**config.mk**
```make
export PLATFORM = sky130hd
export DESIGN_NAME = byte_cpu_execute_stage
export DESIGN_NICKNAME = d
export VERILOG_FILES = /design/src/hdl/bcx_pkg.sv /design/src/hdl/bcx_ram.sv /design/src/hdl/bcx_alu.sv /design/src/hdl/byte_cpu_execute_stage.sv
export VERILOG_INCLUDE_DIRS = /design/src /design/src/hdl
export SDC_FILE = /design/constraint.sdc
export NUM_CORES = 1
export LEC_CHECK = 0
export ABC_AREA = 1
export BUFFER_PORTS_ARGS = -buffer_cell sky130_fd_sc_hd__buf_2
export CORE_ASPECT_RATIO = 0.9
export CORE_UTILIZATION = 45
export CTS_CLUSTER_DIAMETER = 200
export CTS_CLUSTER_SIZE = 20
export DETAILED_ROUTE_END_ITERATION = 8
export MAX_ROUTING_LAYER = met4
export PLACE_DENSITY = 0.66
export SLEW_MARGIN = 10
export SYNTH_ARGS = -nofsm -noshare
export SYNTH_HDL_FRONTEND = slang
export SYNTH_SLANG_ARGS = --single-unit
```
**constraint.sdc**
```tcl
create_clock -name i_clk -period 5.5 [get_ports i_clk]
set_input_delay 0.275 -clock i_clk [delete_from_list [all_inputs] [get_ports i_clk]]
set_output_delay 0.275 -clock i_clk [all_outputs]
set_load 0.05 [all_outputs]
```
**src/hdl/assert_macros.svh**
```systemverilog
// Assertion macros for the RTL of the execute stage.
// No dependencies; SYNTH removes the checks for synthesis.
`ifndef ASSERT_MACROS_SVH
`define ASSERT_MACROS_SVH
`ifndef SYNTH
// Property must hold at every clock edge outside reset.
`define BCX_ASSERT(lbl, clk, rst_n, prop, msg) \
    lbl: assert property (@(posedge clk) disable iff (!(rst_n)) (prop)) else $error(msg);
// Condition must never be true outside reset.
`define BCX_NEVER(lbl, clk, rst_n, cond, msg) \
    lbl: assert property (@(posedge clk) disable iff (!(rst_n)) !(cond)) else $error(msg);
`else
`define BCX_ASSERT(lbl, clk, rst_n, prop, msg)
`define BCX_NEVER(lbl, clk, rst_n, cond, msg)
`endif
`endif

```
**src/hdl/bcx_pkg.sv**
```systemverilog
// Shared types and constants of the byte CPU execute stage.
// No dependencies.
package bcx_pkg;

    localparam int unsigned DATA_DEPTH = 64;
    localparam int unsigned MEM_AW     = $clog2(DATA_DEPTH);

    // bit positions in the status register
    localparam int unsigned FL_C = 4;
    localparam int unsigned FL_V = 3;
    localparam int unsigned FL_N = 2;
    localparam int unsigned FL_S = 1;
    localparam int unsigned FL_Z = 0;

    typedef enum logic [3:0] {
        OP_ADD  = 4'd0,
        OP_SUB  = 4'd1,
        OP_MUL  = 4'd2,
        OP_MOVI = 4'd3,
        OP_BEQZ = 4'd4,
        OP_ANDI = 4'd5,
        OP_EOR  = 4'd6,
        OP_BR   = 4'd7,
        OP_SLC  = 4'd8,
        OP_SRC  = 4'd9,
        OP_LDR  = 4'd10,
        OP_STR  = 4'd11
    } t_opcode;

    typedef struct packed {
        logic               item_valid;
        t_opcode            opcode;
        logic        [5:0]  dest_reg;
        logic signed [7:0]  operand_a;
        logic signed [7:0]  operand_b;
        logic signed [5:0]  immediate;
        logic        [15:0] pc_value;
    } t_instr;

    typedef struct packed {
        logic               reg_write;
        logic        [5:0]  write_reg;
        logic signed [7:0]  write_value;
        logic        [4:0]  status_flags;
        logic               branch_taken;
        logic        [15:0] branch_target;
    } t_result;

endpackage

```
**src/hdl/bcx_ram.sv**
```systemverilog
// Generic single-write, single-read RAM with registered read data.
// No dependencies.
module bcx_ram #(
    parameter int unsigned WIDTH = 8,
    parameter int unsigned DEPTH = 64
) (
    input  logic                     i_clk,
    input  logic                     i_we,
    input  logic [$clog2(DEPTH)-1:0] i_waddr,
    input  logic [WIDTH-1:0]         i_wdata,
    input  logic                     i_re,
    input  logic [$clog2(DEPTH)-1:0] i_raddr,
    output logic [WIDTH-1:0]         o_rdata
);

    logic [WIDTH-1:0] r_mem [DEPTH];
    logic [WIDTH-1:0] r_rdata;

    always_ff @(posedge i_clk) begin
        if (i_we) begin
            r_mem[i_waddr] <= i_wdata;
        end
        if (i_re) begin
            r_rdata <= r_mem[i_raddr];
        end
    end

    assign o_rdata = r_rdata;

endmodule

```
**src/hdl/bcx_alu.sv**
```systemverilog
// Result and flag logic for one instruction held in the execute register.
// Depends on bcx_pkg; load data comes from the data RAM read port.
module bcx_alu (
    input  bcx_pkg::t_instr  i_instr,
    input  logic [4:0]       i_flags,
    input  logic [7:0]       i_mem_data,
    output bcx_pkg::t_result o_res
);
    import bcx_pkg::*;

    logic [7:0]  a;
    logic [7:0]  b;
    logic [7:0]  imm8;
    logic [8:0]  sum9;
    logic [7:0]  diff;
    logic [15:0] prod;
    logic [2:0]  shamt;
    logic [15:0] rotl_w;
    logic [15:0] rotr_w;
    logic        add_v;
    logic        sub_v;
    logic        nz_upd;
    t_result     res;

    assign a      = $unsigned(i_instr.operand_a);
    assign b      = $unsigned(i_instr.operand_b);
    assign imm8   = {{2{i_instr.immediate[5]}}, $unsigned(i_instr.immediate)};
    assign sum9   = {1'b0, a} + {1'b0, b};
    assign diff   = a - b;
    assign prod   = a * b;
    assign shamt  = i_instr.immediate[2:0];
    assign rotl_w = {a, a} << shamt;
    assign rotr_w = {a, a} >> shamt;
    assign add_v  = (a[7] == b[7]) && (sum9[7] != a[7]);
    assign sub_v  = (a[7] != b[7]) && (diff[7] != a[7]);

    always_comb begin
        res              = '0;
        res.status_flags = i_flags;
        nz_upd           = 1'b0;
        if (i_instr.item_valid) begin
            case (i_instr.opcode)
                OP_ADD: begin
                    res.reg_write          = 1'b1;
                    res.write_value        = sum9[7:0];
                    res.status_flags[FL_C] = sum9[8];
                    res.status_flags[FL_V] = add_v;
                    res.status_flags[FL_S] = sum9[7] ^ add_v;
                    nz_upd                 = 1'b1;
                end
                OP_SUB: begin
                    res.reg_write          = 1'b1;
                    res.write_value        = diff;
                    res.status_flags[FL_V] = sub_v;
                    res.status_flags[FL_S] = diff[7] ^ sub_v;
                    nz_upd                 = 1'b1;
                end
                OP_MUL: begin
                    res.reg_write   = 1'b1;
                    res.write_value = prod[7:0];
                    nz_upd          = 1'b1;
                end
                OP_MOVI: begin
                    res.reg_write   = 1'b1;
                    res.write_value = imm8;
                end
                OP_BEQZ: begin
                    if (a == 8'd0) begin
                        res.branch_taken  = 1'b1;
                        res.branch_target = i_instr.pc_value + 16'd1
                                          + {{8{imm8[7]}}, imm8};
                    end
                end
                OP_ANDI: begin
                    res.reg_write   = 1'b1;
                    res.write_value = a & imm8;
                    nz_upd          = 1'b1;
                end
                OP_EOR: begin
                    res.reg_write   = 1'b1;
                    res.write_value = a ^ b;
                    nz_upd          = 1'b1;
                end
                OP_BR: begin
                    res.branch_taken  = 1'b1;
                    res.branch_target = {a, b};
                end
                OP_SLC: begin
                    res.reg_write   = 1'b1;
                    res.write_value = rotl_w[15:8];
                    nz_upd          = 1'b1;
                end
                OP_SRC: begin
                    res.reg_write   = 1'b1;
                    res.write_value = rotr_w[7:0];
                    nz_upd          = 1'b1;
                end
                OP_LDR: begin
                    res.reg_write   = 1'b1;
                    res.write_value = i_mem_data;
                end
                OP_STR: begin
                    res.reg_write = 1'b0;
                end
                default: begin
                    res.reg_write = 1'b0;
                end
            endcase
        end
        if (nz_upd) begin
            res.status_flags[FL_N] = res.write_value[7];
            res.status_flags[FL_Z] = (res.write_value == 8'sd0);
        end
        if (res.reg_write) begin
            res.write_reg = i_instr.dest_reg;
        end
    end

    assign o_res = res;

endmodule

```
**src/hdl/byte_cpu_execute_stage.sv**
```systemverilog
// Top level of the byte CPU execute stage: input decode, data RAM access,
// execute register, status register and output register.
// Depends on bcx_pkg, bcx_ram, bcx_alu and assert_macros.svh.
//
//  channel  | handshake                     | tdata / tuser
//  ---------+-------------------------------+------------------------------------
//  input    | s_axis_tvalid / s_axis_tready | 48-bit instruction, tuser item_valid
//  output   | m_axis_tvalid / m_axis_tready | 40-bit result, tuser two flags
//
// One item per clock sustained unless the output stalls; an accepted item passes
// the execute register, then the output register. The data RAM read is issued at
// acceptance, stores write the RAM at acceptance, flags update as an item leaves
// the execute register. After reset a clearing pass zeroes every data RAM address,
// with s_axis_tready low. A stalled output holds the execute register and then input.
`include "assert_macros.svh"

module byte_cpu_execute_stage (
    input  logic        i_clk,
    input  logic        i_rst_n,
    input  logic        s_axis_tvalid,
    output logic        s_axis_tready,
    // [3:0] opcode, [9:4] dest_reg, [17:10] operand_a, [25:18] operand_b,
    // [31:26] immediate, [47:32] pc_value
    input  logic [47:0] s_axis_tdata,
    // [0] item_valid
    input  logic        s_axis_tuser,
    output logic        m_axis_tvalid,
    input  logic        m_axis_tready,
    // [5:0] write_reg, [13:6] write_value, [18:14] status_flags,
    // [34:19] branch_target, [39:35] zero
    output logic [39:0] m_axis_tdata,
    // [0] reg_write, [1] branch_taken
    output logic [1:0]  m_axis_tuser
);
    import bcx_pkg::*;

    t_instr              in_instr;
    logic                s_acc;
    logic                s1_adv;
    logic                mem_re;
    logic                mem_we;
    logic [MEM_AW-1:0]   mem_waddr;
    logic [MEM_AW-1:0]   mem_raddr;
    logic [7:0]          mem_wdata;
    logic [7:0]          mem_rdata;
    t_result             alu_res;

    logic                r_s1_vld;
    logic                n_s1_vld;
    t_instr              r_s1;
    logic                r_out_vld;
    logic                n_out_vld;
    t_result             r_out;
    logic [4:0]          r_status;
    logic                r_clr_busy;
    logic                n_clr_busy;
    logic [MEM_AW-1:0]   r_clr_addr;
    logic [MEM_AW-1:0]   n_clr_addr;

    assign in_instr.item_valid = s_axis_tuser;
    assign in_instr.opcode     = t_opcode'(s_axis_tdata[3:0]);
    assign in_instr.dest_reg   = s_axis_tdata[9:4];
    assign in_instr.operand_a  = s_axis_tdata[17:10];
    assign in_instr.operand_b  = s_axis_tdata[25:18];
    assign in_instr.immediate  = s_axis_tdata[31:26];
    assign in_instr.pc_value   = s_axis_tdata[47:32];

    assign s1_adv        = r_s1_vld && (!r_out_vld || m_axis_tready);
    assign s_axis_tready = !r_clr_busy && (!r_s1_vld || s1_adv);
    assign s_acc         = s_axis_tvalid && s_axis_tready;

    // load/store address is the raw immediate pattern
    assign mem_raddr = MEM_AW'($unsigned(in_instr.immediate));
    assign mem_re    = s_acc && in_instr.item_valid && (in_instr.opcode == OP_LDR);
    assign mem_we    = r_clr_busy
                    || (s_acc && in_instr.item_valid && (in_instr.opcode == OP_STR));
    assign mem_waddr = r_clr_busy ? r_clr_addr : mem_raddr;
    assign mem_wdata = r_clr_busy ? 8'd0 : $unsigned(in_instr.operand_a);

    bcx_ram #(
        .WIDTH (8),
        .DEPTH (DATA_DEPTH)
    ) u_dmem (
        .i_clk   (i_clk),
        .i_we    (mem_we),
        .i_waddr (mem_waddr),
        .i_wdata (mem_wdata),
        .i_re    (mem_re),
        .i_raddr (mem_raddr),
        .o_rdata (mem_rdata)
    );

    bcx_alu u_alu (
        .i_instr    (r_s1),
        .i_flags    (r_status),
        .i_mem_data (mem_rdata),
        .o_res      (alu_res)
    );

    always_comb begin
        n_s1_vld   = r_s1_vld;
        n_out_vld  = r_out_vld;
        n_clr_busy = r_clr_busy;
        n_clr_addr = r_clr_addr;
        if (s1_adv) begin
            n_s1_vld = 1'b0;
        end
        if (s_acc) begin
            n_s1_vld = 1'b1;
        end
        if (r_out_vld && m_axis_tready) begin
            n_out_vld = 1'b0;
        end
        if (s1_adv) begin
            n_out_vld = 1'b1;
        end
        if (r_clr_busy) begin
            n_clr_addr = r_clr_addr + 1'b1;
            if (r_clr_addr == MEM_AW'(DATA_DEPTH - 1)) begin
                n_clr_busy = 1'b0;
            end
        end
    end

    always_ff @(posedge i_clk) begin
        if (!i_rst_n) begin
            r_s1_vld   <= 1'b0;
            r_out_vld  <= 1'b0;
            r_status   <= '0;
            r_clr_busy <= 1'b1;
            r_clr_addr <= '0;
        end else begin
            r_s1_vld   <= n_s1_vld;
            r_out_vld  <= n_out_vld;
            r_clr_busy <= n_clr_busy;
            r_clr_addr <= n_clr_addr;
            if (s1_adv) begin
                r_status <= alu_res.status_flags;
            end
        end
    end

    always_ff @(posedge i_clk) begin
        if (s_acc) begin
            r_s1 <= in_instr;
        end
        if (s1_adv) begin
            r_out <= alu_res;
        end
    end

    assign m_axis_tvalid = r_out_vld;
    assign m_axis_tdata  = {5'd0, r_out.branch_target, r_out.status_flags,
                            $unsigned(r_out.write_value), r_out.write_reg};
    assign m_axis_tuser  = {r_out.branch_taken, r_out.reg_write};

    `BCX_ASSERT(a_s1_hold, i_clk, i_rst_n, (r_s1_vld && !s1_adv) |=> (r_s1_vld && $stable(r_s1)), "execute register lost or changed an item while stalled")
    `BCX_ASSERT(a_out_flags, i_clk, i_rst_n, r_out_vld |-> (r_out.status_flags == r_status), "output flags differ from status register")
    `BCX_NEVER(a_clr_item, i_clk, i_rst_n, r_s1_vld && r_clr_busy, "item in flight during RAM clearing pass")
    `BCX_ASSERT(a_full_stall, i_clk, i_rst_n, (r_s1_vld && r_out_vld && !m_axis_tready) |-> !s_axis_tready, "input taken while both stages are full and stalled")

endmodule

```
==> results of run 1 <==
[tightest hold or removal path: stages]
cell,delay (ns)
buf_2,0.08
inv_1,0.03
nand2_1,0.10
a21oi_1,0.08
[registers in the layout, summed over array words and instances, names as in the netlist]
signal          cells
m_axis_tuser        2
r_s1               49
u_dmem.r_mem      512
r_s1_vld            1
m_axis_tvalid       1
u_dmem.o_rdata      8
r_clr_busy          1
r_clr_addr          6
r_status            5
m_axis_tdata       35
[how the worst max path moves through the flow]
| stage | to | slack [ns] | cells past startpoint |
|---|---|---|---|
| after floorplan | m_axis_tdata[14] | 1.50 | 19 |
| after global placement | r_status[0] | 1.10 | 20 |
| after detailed placement | r_status[0] | 1.09 | 23 |
| after CTS | r_status[0] | 1.08 | 23 |
| after global routing | r_status[0] | 0.72 | 23 |
| final | m_axis_tdata[14] | 1.07 | 18 |
[cells by family after synthesis]
group	count (synthesis)
buf+inv	320
flops	620
other cells	1
xor+xnor	6
simple gates	947
compound gates	595
fa+ha+maj	63
[final cells by class]
cell class / count / area share (%)
Sequential cell: 620 / 60.4
Multi-Input combinational cell: 1616 / 26.8
Timing Repair Buffer: 176 / 3.96
Clock buffer: 50 / 3.25
Tap cell: 792 / 3.24
Inverter: 182 / 2.25
Clock inverter: 1 / 0.0532
Antenna cell: 2 / 0.0164
[per-layer routing]
layer	wire length, um	GRT usage (%)	share of wire [%]	vias to the layer above
met1	32700	33.9	43	9819
met4	2010	6.75	2.7	0
met2	35000	37.5	46	915
li1	-	-	-	9190
met3	6200	4.14	8.2	128
met5	0	-	0	-
[layout by cell type, fill, tap and decap left out, types with 16 or more instances in the layout]
cell | Yosys | routed
edfxtp_1 | 606 | 606
nor2_1 | 469 | 461
o21ai_0 | 344 | 344
nand2_1 | 287 | 287
inv_1 | 172 | 170
nand3_1 | 136 | 136
o22ai_1 | 135 | 135
buf_2 | 37 | 89
a21oi_1 | 57 | 57
ha_1 | 47 | 47
dlygate4sd3_1 | 0 | 44
buf_4 | 9 | 42
clkbuf_16 | 0 | 38
o221ai_1 | 24 | 24
nand4_1 | 18 | 18
fa_1 | 16 | 16
[through the flow]
stage | utilization [%] | power [mW] | cells | hold WS, ns | instance area, sq um
2_1_floorplan | - | 5.51 | 2556 | 0.351 | 27900
3_3_place_gp | 47.6 | 5.66 | 3342 | 0.455 | 29100
3_5_place_dp | 47.6 | 5.67 | 3342 | 0.453 | 29100
4_1_cts | 50.0 | 8.38 | 3437 | 0.0147 | 30600
5_1_grt | 50.0 | 8.56 | 3439 | 0.0395 | 30600
6_report | 50.0 | 8.34 | 3439 | 0.0354 | 30600
[power by group through the flow]
| stage | sequential [mW] | combinational, mW | clock (mW) |
|---|---|---|---|
| 2_1_floorplan | 5.24 | 0.268 | 0 |
| 3_3_place_gp | 5.24 | 0.421 | 0 |
| 3_5_place_dp | 5.24 | 0.427 | 0 |
| 4_1_cts | 5.13 | 0.454 | 2.79 |
| 5_1_grt | 5.14 | 0.496 | 2.93 |
| 6_report | 5.13 | 0.462 | 2.74 |
[timing repair]
item,CTS,global route
hold buffers,44,0
setup endpoints to repair,0,0
endpoints found under the hold margin,47,0
==> results.yml, run 1 <==
drt:
  drc: 0
  drt_first_pass_iters: 6
  wl_per_cell_um: 22.1
  via_per_inst: 5.83
  wirelength_um: 75900
  drt_iter0_drc: 2464
  route.vias.total: 20052
  ant_nets: 0
power:
  p_leak_nw: 11.0
  p_sw_mw: 1.81
  powerDensity_nw_per_um2: 273
  power_frac_seq_pct: 61.6
  p_comb_share_pct: 5.5
  ir_drop_uv: 222
  swShare_pct: 21.7
  clock_power_share_pct: 32.9
  p_int_mw: 6.53
worst_hold_path:
  hold_path_end: "m_axis_tvalid"
  hold_depth: 4
  min_from: "m_axis_tready"
  hold_path_class: "in2reg"
synthesis:
  synth.area.top_cells: "edfxtp_1, nor2_1, o21ai_0, nand2_1, o22ai_1"
  synth_area_sq_um: 27900
  ys_types: 46
  yosys.area_share.simple_pct: 13.8
  synth.area.mux_share_pct: 0
  synth_ff_type: "edfxtp_1"
  synth-seq-cells: 620
  synth_top_cell_area_share_pct: 65.2
  synth_most_common_cell: "edfxtp_1"
  seq_area_frac_synth_pct: 66.2
  synth_compound_area_share_pct: 11.9
  ys_top_cells_by_count: "edfxtp_1, nor2_1, o21ai_0"
  synth_top_area_cell: "edfxtp_1"
  synthArstFlopShare_pct: 0
  synth.yosys.warnings: 0
  synth_xor_area_share_pct: 0.188
  synth_adder_area_share_pct: 3.26
  synth_area_per_cell_sq_um: 10.9
  syn_inst: 2552
  synth_edf_count: 606
  synth_top_family_by_area: "simple AND/OR/NAND/NOR gates"
setup_path:
  cp_max_fo: 11
  reg2reg_to: "m_axis_tdata[14]"
  cp.arrival_ns: 4.76
  crit_family: "adder cells"
  cp.required_ns: 5.84
  crit_type: "reg2reg"
  cpPeakStageDelay_ns: 0.63
  cp_slowest_cell: "edfxtp_1"
  crit_path_end_kind: "register"
  r2r-start: "r_s1[33]"
  r2r_setup_slack_ns: 1.07
  critPathLaunch: "r_s1[33]"
  crit_buf_inv: 4
  startpoint_type: "register"
  reg2regPathDepth: 18
  cp_common_cell: "nand2_1"
  crit_chain: "nand2_1, fa_1, fa_1, inv_1, fa_1, inv_1, fa_1, inv_1, ha_1, a21o_1, a31oi_1, inv_1, nand2_1, nand3_1, nand3_1, nand2_1, nand2_1, nand2_1"
timing:
  rsz0062_at_grt: "no"
  finalWorstSetupSlack_ns: 1.07
  tightestPinTransition_ns: 1.17
  fin_crit_sh_pct: 80.5
  slew_headroom_pct: 21.4
  maxSlewViolCount: 0
  min_period_ns: 4.43
  fmax_mhz: 226
  hold_viol: 0
  setup_tns_ns: 0
  fin_worst_skew_ns: 0.0207
  setup_violations: 0
run:
  cap_violations: 0
floorplanning:
  start_util_pct: 45.6
  die_area_sq_um: 63000
  rows: 86
  die_h_um: 238
  core-area_sq_um: 61200
  io_pins: 97
  die_w_um: 264
final_layout:
  multi_input_area_sq_um: 8220
  nNetsFinal: 2748
  nFillCells: 5377
  synthToLayoutAreaGrowth_pct: 9.67
  drive_above_1_share_pct: 7.98
  regArea_sq_um: 18500
clock_network:
  clk_pin_slew_worst_paths_ns: 0.10
  cts_resized: 0
  tritoncts: "yes"
  clock_sinks: 620
  cts_buffers: 36
  cts_max_level: 2
  worstSkewPairLatency_ns: 0.58
  root_buffer: "clkbuf_16"
  postCtsSetupBuffers: 0
  clockBufferDepth: 3
grt:
  antenna_found_initial: 2
  grt_pass1_vias: 18822
  gr-total-overflow: 0
  grt_max_degree: 112
  track_usage_pct: 24.5
  grt_pass1_wl_um: 114000
placed_design:
  pre_cts_ws_ns: 1.09
  hpwl_um: 47700
  port_buffers: 91
  gp_congestion: 0.947
outcome:
  outcome: "finished clean"
Note: power is estimated with default switching activity, not from simulation.
==> inputs of run 2 (changes only) <==
--- a/config.mk
+++ b/config.mk
@@ -14,7 +14,7 @@
 export CTS_CLUSTER_SIZE = 20
 export DETAILED_ROUTE_END_ITERATION = 8
 export MAX_ROUTING_LAYER = met4
-export PLACE_DENSITY = 0.66
+export PLACE_DENSITY = 0.68
 export SLEW_MARGIN = 10
 export SYNTH_ARGS = -nofsm -noshare
 export SYNTH_HDL_FRONTEND = slang
==> constraint.sdc (replaced) <==
create_clock -name i_clk -period 3.7 [get_ports i_clk]
set_input_delay 0.185 -clock i_clk [delete_from_list [all_inputs] [get_ports i_clk]]
set_output_delay 0.185 -clock i_clk [all_outputs]
set_load 0.05 [all_outputs]
==> results.yml, run 2 (synthesis results as in run 1) <==
setup_path:
  cp_max_fo: 4
  cp.required_ns: 4.05
  r2r_setup_slack_ns: -0.29
  crit_chain: "nand2_2, fa_2, fa_1, inv_2, fa_1, inv_1, fa_1, inv_2, ha_4, a21o_1, a31oi_1, inv_1, nand2_1, nand3_2, nand3_2, nand2_2, nand2_2, nand2_1"
  startpoint_type: "register"
  crit_path_end_kind: "register"
  crit_type: "reg2reg"
  cp.arrival_ns: 4.34
  cp_slowest_cell: "fa_1"
  cpPeakStageDelay_ns: 0.52
timing:
  rsz0062_at_grt: "yes"
  fmax_mhz: 251
  fin_worst_skew_ns: 0.0438
  hold_viol: 0
  finalWorstSetupSlack_ns: -0.287
  min_period_ns: 3.99
  hold_slack_ns: 0.0404
  slew_headroom_pct: 28.3
  tightestPinTransition_ns: 1.07
  maxSlewViolCount: 0
  setup_violations: 7
  fin_crit_sh_pct: 108
final_layout:
  layout_common_cells: "edfxtp_1, nor2_1, o21ai_0"
  drive_above_1_share_pct: 11.7
  synthToLayoutAreaGrowth_pct: 12.3
  layout_commonest_cell: "edfxtp_1"
  nNetsFinal: 2825
  final_cell_area_sq_um: 31300
  top_register: "u_dmem.r_mem"
  largest_reg_flops: 512
  final_cells: 3510
grt:
  gr-total-overflow: 0
  grt_pass1_wl_um: 115000
  track_usage_pct: 24.7
  antenna_found_initial: 2
  grt_pass1_vias: 19127
  grt_max_degree: 100
run:
  cap_violations: 0
floorplanning:
  core-area_sq_um: 61200
  die_h_um: 238
  die_area_sq_um: 63000
  die_w_um: 264
  rows: 86
  start_util_pct: 45.6
  io_pins: 97
drt:
  wl_per_cell_um: 21.8
  via_per_inst: 5.80
  drt_iter0_drc: 2484
  drc: 0
  drt_first_pass_iters: 6
  wirelength_um: 76500
  route.vias.total: 20346
  ant_nets: 0
placed_design:
  dpl_cell_area_sq_um: 29700
  hpwl_um: 49800
  port_buffers: 91
  gp_congestion: 0.949
  pre_cts_ws_ns: -0.406
  dp_cells: 3408
clock_network:
  clockBufferDepth: 3
  worstSkewPairLatency_ns: 0.61
  tritoncts: "yes"
  clk_pin_slew_worst_paths_ns: 0.09
  cts_buffers: 36
  cts_max_level: 2
  clock_sinks: 620
  root_buffer: "clkbuf_16"
worst_hold_path:
  hold_path_class: "in2reg"
outcome:
  violations: "negative setup slack"
  outcome: "finished with violations"
power:
  ir_drop_uv: 335
  finalPower_mw: 12.4
  powerDensity_nw_per_um2: 396
  p_leak_nw: 11.4
[run 2: cell count changes in the layout (fill, tap and decap cells not counted), moves of 6 or more]
cell      before  now
buf_4         42  111
nand2_1      287  279
nand2_2        1    9
clkbuf_1      12    6
ha_1          47   41
[run 2: repair_timing]
item,in CTS,in global routing
pin swaps,4,5
hold buffers,46,0
endpoints found under the hold margin,52,0
endpoints found under the setup margin,7,9
gates cloned,0,0
buffers inserted,8,1
gates resized for setup,7,24
[run 2: metrics by stage]
stage,util (%),setup TNS (ns)
after floorplan,-,-0.383
after global placement,48.5,-1.98
after detailed placement,48.5,-2.11
after CTS,51.1,-1.15
after global routing,51.2,-2.49
final,51.2,-1.31
[run 2: final cells by class]
| class | instances | area (sq um) |
|---|---|---|
| diodes | 2 | 5.00 |
| repair buffers | 253 | 1860 |
| flip-flops and latches | 620 | 18500 |
| well taps | 792 | 991 |
| clock inverters | 3 | 66.3 |
| inverters | 182 | 688 |
| clock buffers | 42 | 923 |
| fillers | 5288 | 29900 |
| multi-input cells | 1616 | 8330 |
[run 2: worst paths after layout]
check | cells after the start | startpoint | to
worst max register to register | 18 | r_s1[31] | m_axis_tdata[14]
worst min-delay path | 1 | s_axis_tdata[31] | r_s1[21]
worst max-delay path | 18 | r_s1[31] | m_axis_tdata[14]
worst min register to register | 2 | r_s1_vld | m_axis_tvalid
[run 2: critical path: cells and delay by family (launching register included)]
| family | cells | cell delay [ns] |
|---|---|---|
| adder cells (fa/ha/maj) | 5 | 2.19 |
| AND/OR/NAND/NOR | 7 | 0.62 |
| flip-flops | 1 | 0.43 |
| buffers and inverters | 4 | 0.20 |
| AO/OA/AOI/OAI | 2 | 0.33 |
[run 2: per-layer routing]
layer | vias up | part of all wire (%) | track usage, % | wire, um
met4 | 0 | 3.0 | 7.22 | 2310
met1 | 9893 | 43 | 34.3 | 32700
met2 | 956 | 46 | 38.1 | 35100
met3 | 150 | 8.4 | 3.54 | 6440
met5 | - | 0 | - | 0
li1 | 9347 | - | - | -
[run 2: report_power, final]
part | internal, mW | switching (mW)
logic | 0.218 | 0.491
clock network | 1.80 | 2.26
registers | 7.62 | 0.00838
==> inputs of run 3 (changes only) <==
--- a/config.mk
+++ b/config.mk
@@ -8,7 +8,7 @@
 export LEC_CHECK = 0
 export ABC_AREA = 1
 export BUFFER_PORTS_ARGS = -buffer_cell sky130_fd_sc_hd__buf_2
-export CORE_ASPECT_RATIO = 0.9
+export CORE_ASPECT_RATIO = 1.1
 export CORE_UTILIZATION = 45
 export CTS_CLUSTER_DIAMETER = 200
 export CTS_CLUSTER_SIZE = 20
==> results.yml, run 3 (synthesis results as in run 1) <==
setup_path:
  cp_slowest_cell: "fa_1"
  crit_path_end_kind: "register"
  r2r_setup_slack_ns: -0.25
  startpoint_type: "register"
  cp_max_fo: 4
  reg2regPathDepth: 18
  crit_chain: "nand2_2, fa_2, fa_1, inv_2, fa_1, inv_1, fa_1, inv_2, ha_4, a21o_1, a31oi_2, inv_1, nand2_1, nand3_2, nand3_2, nand2_2, nand2_2, nand2_1"
  crit_type: "reg2reg"
  reg2reg_to: "m_axis_tdata[14]"
  crit_buf_inv: 4
  cp.required_ns: 4.05
  r2r-start: "r_s1[31]"
  crit_family: "adder cells"
  cp.arrival_ns: 4.30
  cpPeakStageDelay_ns: 0.53
timing:
  fmax_mhz: 253
  tightestPinTransition_ns: 1.03
  setup_tns_ns: -1.38
  maxSlewViolCount: 0
  rsz0062_at_grt: "yes"
  fin_crit_sh_pct: 107
  min_period_ns: 3.95
  hold_viol: 0
  finalWorstSetupSlack_ns: -0.254
  hold_slack_ns: 0.0349
  setup_violations: 7
  slew_headroom_pct: 30.9
  fin_worst_skew_ns: 0.0282
drt:
  ant_nets: 0
  wl_per_cell_um: 21.4
  wirelength_um: 76600
  drt_iter0_drc: 2316
  drc: 0
  via_per_inst: 5.75
  drt_first_pass_iters: 6
  route.vias.total: 20562
power:
  powerDensity_nw_per_um2: 390
  ir_drop_uv: 291
  p_leak_nw: 11.5
clock_network:
  cts_buffers: 36
  cts_max_level: 2
  tritoncts: "yes"
  clock_sinks: 620
  worstSkewPairLatency_ns: 0.58
  clk_pin_slew_worst_paths_ns: 0.10
  root_buffer: "clkbuf_16"
  clockBufferDepth: 3
placed_design:
  dp_cells: 3471
  gp_congestion: 0.995
  port_buffers: 91
  dpl_cell_area_sq_um: 30000
  hpwl_um: 49700
final_layout:
  finalCoreUtilization_pct: 51.6
  layout_common_cells: "edfxtp_1, nor2_1, o21ai_0"
  drive_above_1_share_pct: 12.6
  final_cells: 3578
  layout_commonest_cell: "edfxtp_1"
  final_cell_area_sq_um: 31600
  synthToLayoutAreaGrowth_pct: 13.2
  largest_reg_flops: 512
  nNetsFinal: 2856
  top_register: "u_dmem.r_mem"
worst_hold_path:
  hold_path_class: "in2reg"
  hold_path_end: "r_s1[21]"
  hold_depth: 1
  min_from: "s_axis_tdata[31]"
floorplanning:
  rows: 95
  die_w_um: 239
  core-area_sq_um: 61200
  die_area_sq_um: 63000
  io_pins: 97
  die_h_um: 263
  start_util_pct: 45.6
grt:
  antenna_found_initial: 0
  grt_pass1_wl_um: 117000
  grt_max_degree: 147
  grt_pass1_vias: 19747
  gr-total-overflow: 0
  track_usage_pct: 25.0
run:
  cap_violations: 0
outcome:
  outcome: "finished with violations"
  violations: "negative setup slack"
run 3: worst max path at each step:
stage	startpoint	endpoint	slack, ns	cells after the start
CTS	r_s1[25]	r_status[0]	-0.26	22
finish	r_s1[31]	m_axis_tdata[14]	-0.25	18
detailed placement	r_s1[24]	r_status[0]	-0.40	23
global placement	r_s1[24]	r_status[0]	-0.39	23
global route	r_s1[24]	r_status[0]	-0.47	22
floorplan	r_s1[31]	r_status[0]	-0.12	21
run 3: worst register-to-register path: stages (launching register included):
cell,delay [ns]
edfxtp_1,0.46
nand2_2,0.10
fa_2,0.39
fa_1,0.51
inv_2,0.05
fa_1,0.53
inv_1,0.05
fa_1,0.49
inv_2,0.05
ha_4,0.23
a21o_1,0.17
a31oi_2,0.16
inv_1,0.06
nand2_1,0.08
nand3_2,0.11
nand3_2,0.12
nand2_2,0.06
nand2_2,0.08
nand2_1,0.05
run 3: metrics by stage:
step,power [mW],setup WS (ns)
6_report,12.3,-0.254
5_1_grt,12.7,-0.474
4_1_cts,12.4,-0.259
3_5_place_dp,8.45,-0.401
3_3_place_gp,8.44,-0.388
2_1_floorplan,8.19,-0.119
run 3: layout make-up:
cell class              instances  area [sq um]
fillers                      5262         29600
well taps                     824          1030
multi-input cells            1616          8330
repair buffers                284          2090
inverters                     182           688
diodes                          1          2.50
clock buffers                  49           950
flip-flops and latches        620         18500
clock inverters                 2          25.0
run 3: report_power, final:
| group | switching [mW] | internal, mW |
|---|---|---|
| sequential | 0.00841 | 7.62 |
| clock | 2.18 | 1.81 |
| combinational | 0.489 | 0.226 |
| total | 2.68 | 9.66 |
run 3: timing repair:
action | in CTS | in global routing
pin swaps | 9 | 12
gates cloned | 0 | 0
gates resized for setup | 18 | 19
hold buffers | 47 | 0
setup buffers | 3 | 5
endpoints found under the hold margin | 53 | 0
setup endpoints to repair | 7 | 10
run 3: routing by layer:
metal	routed length [um]	vias to the layer above	GRT usage, %
met5	0	-	-
met4	2560	0	8.28
met3	6060	159	3.72
met2	36700	969	39.8
met1	31200	10014	32.9
li1	-	9420	-
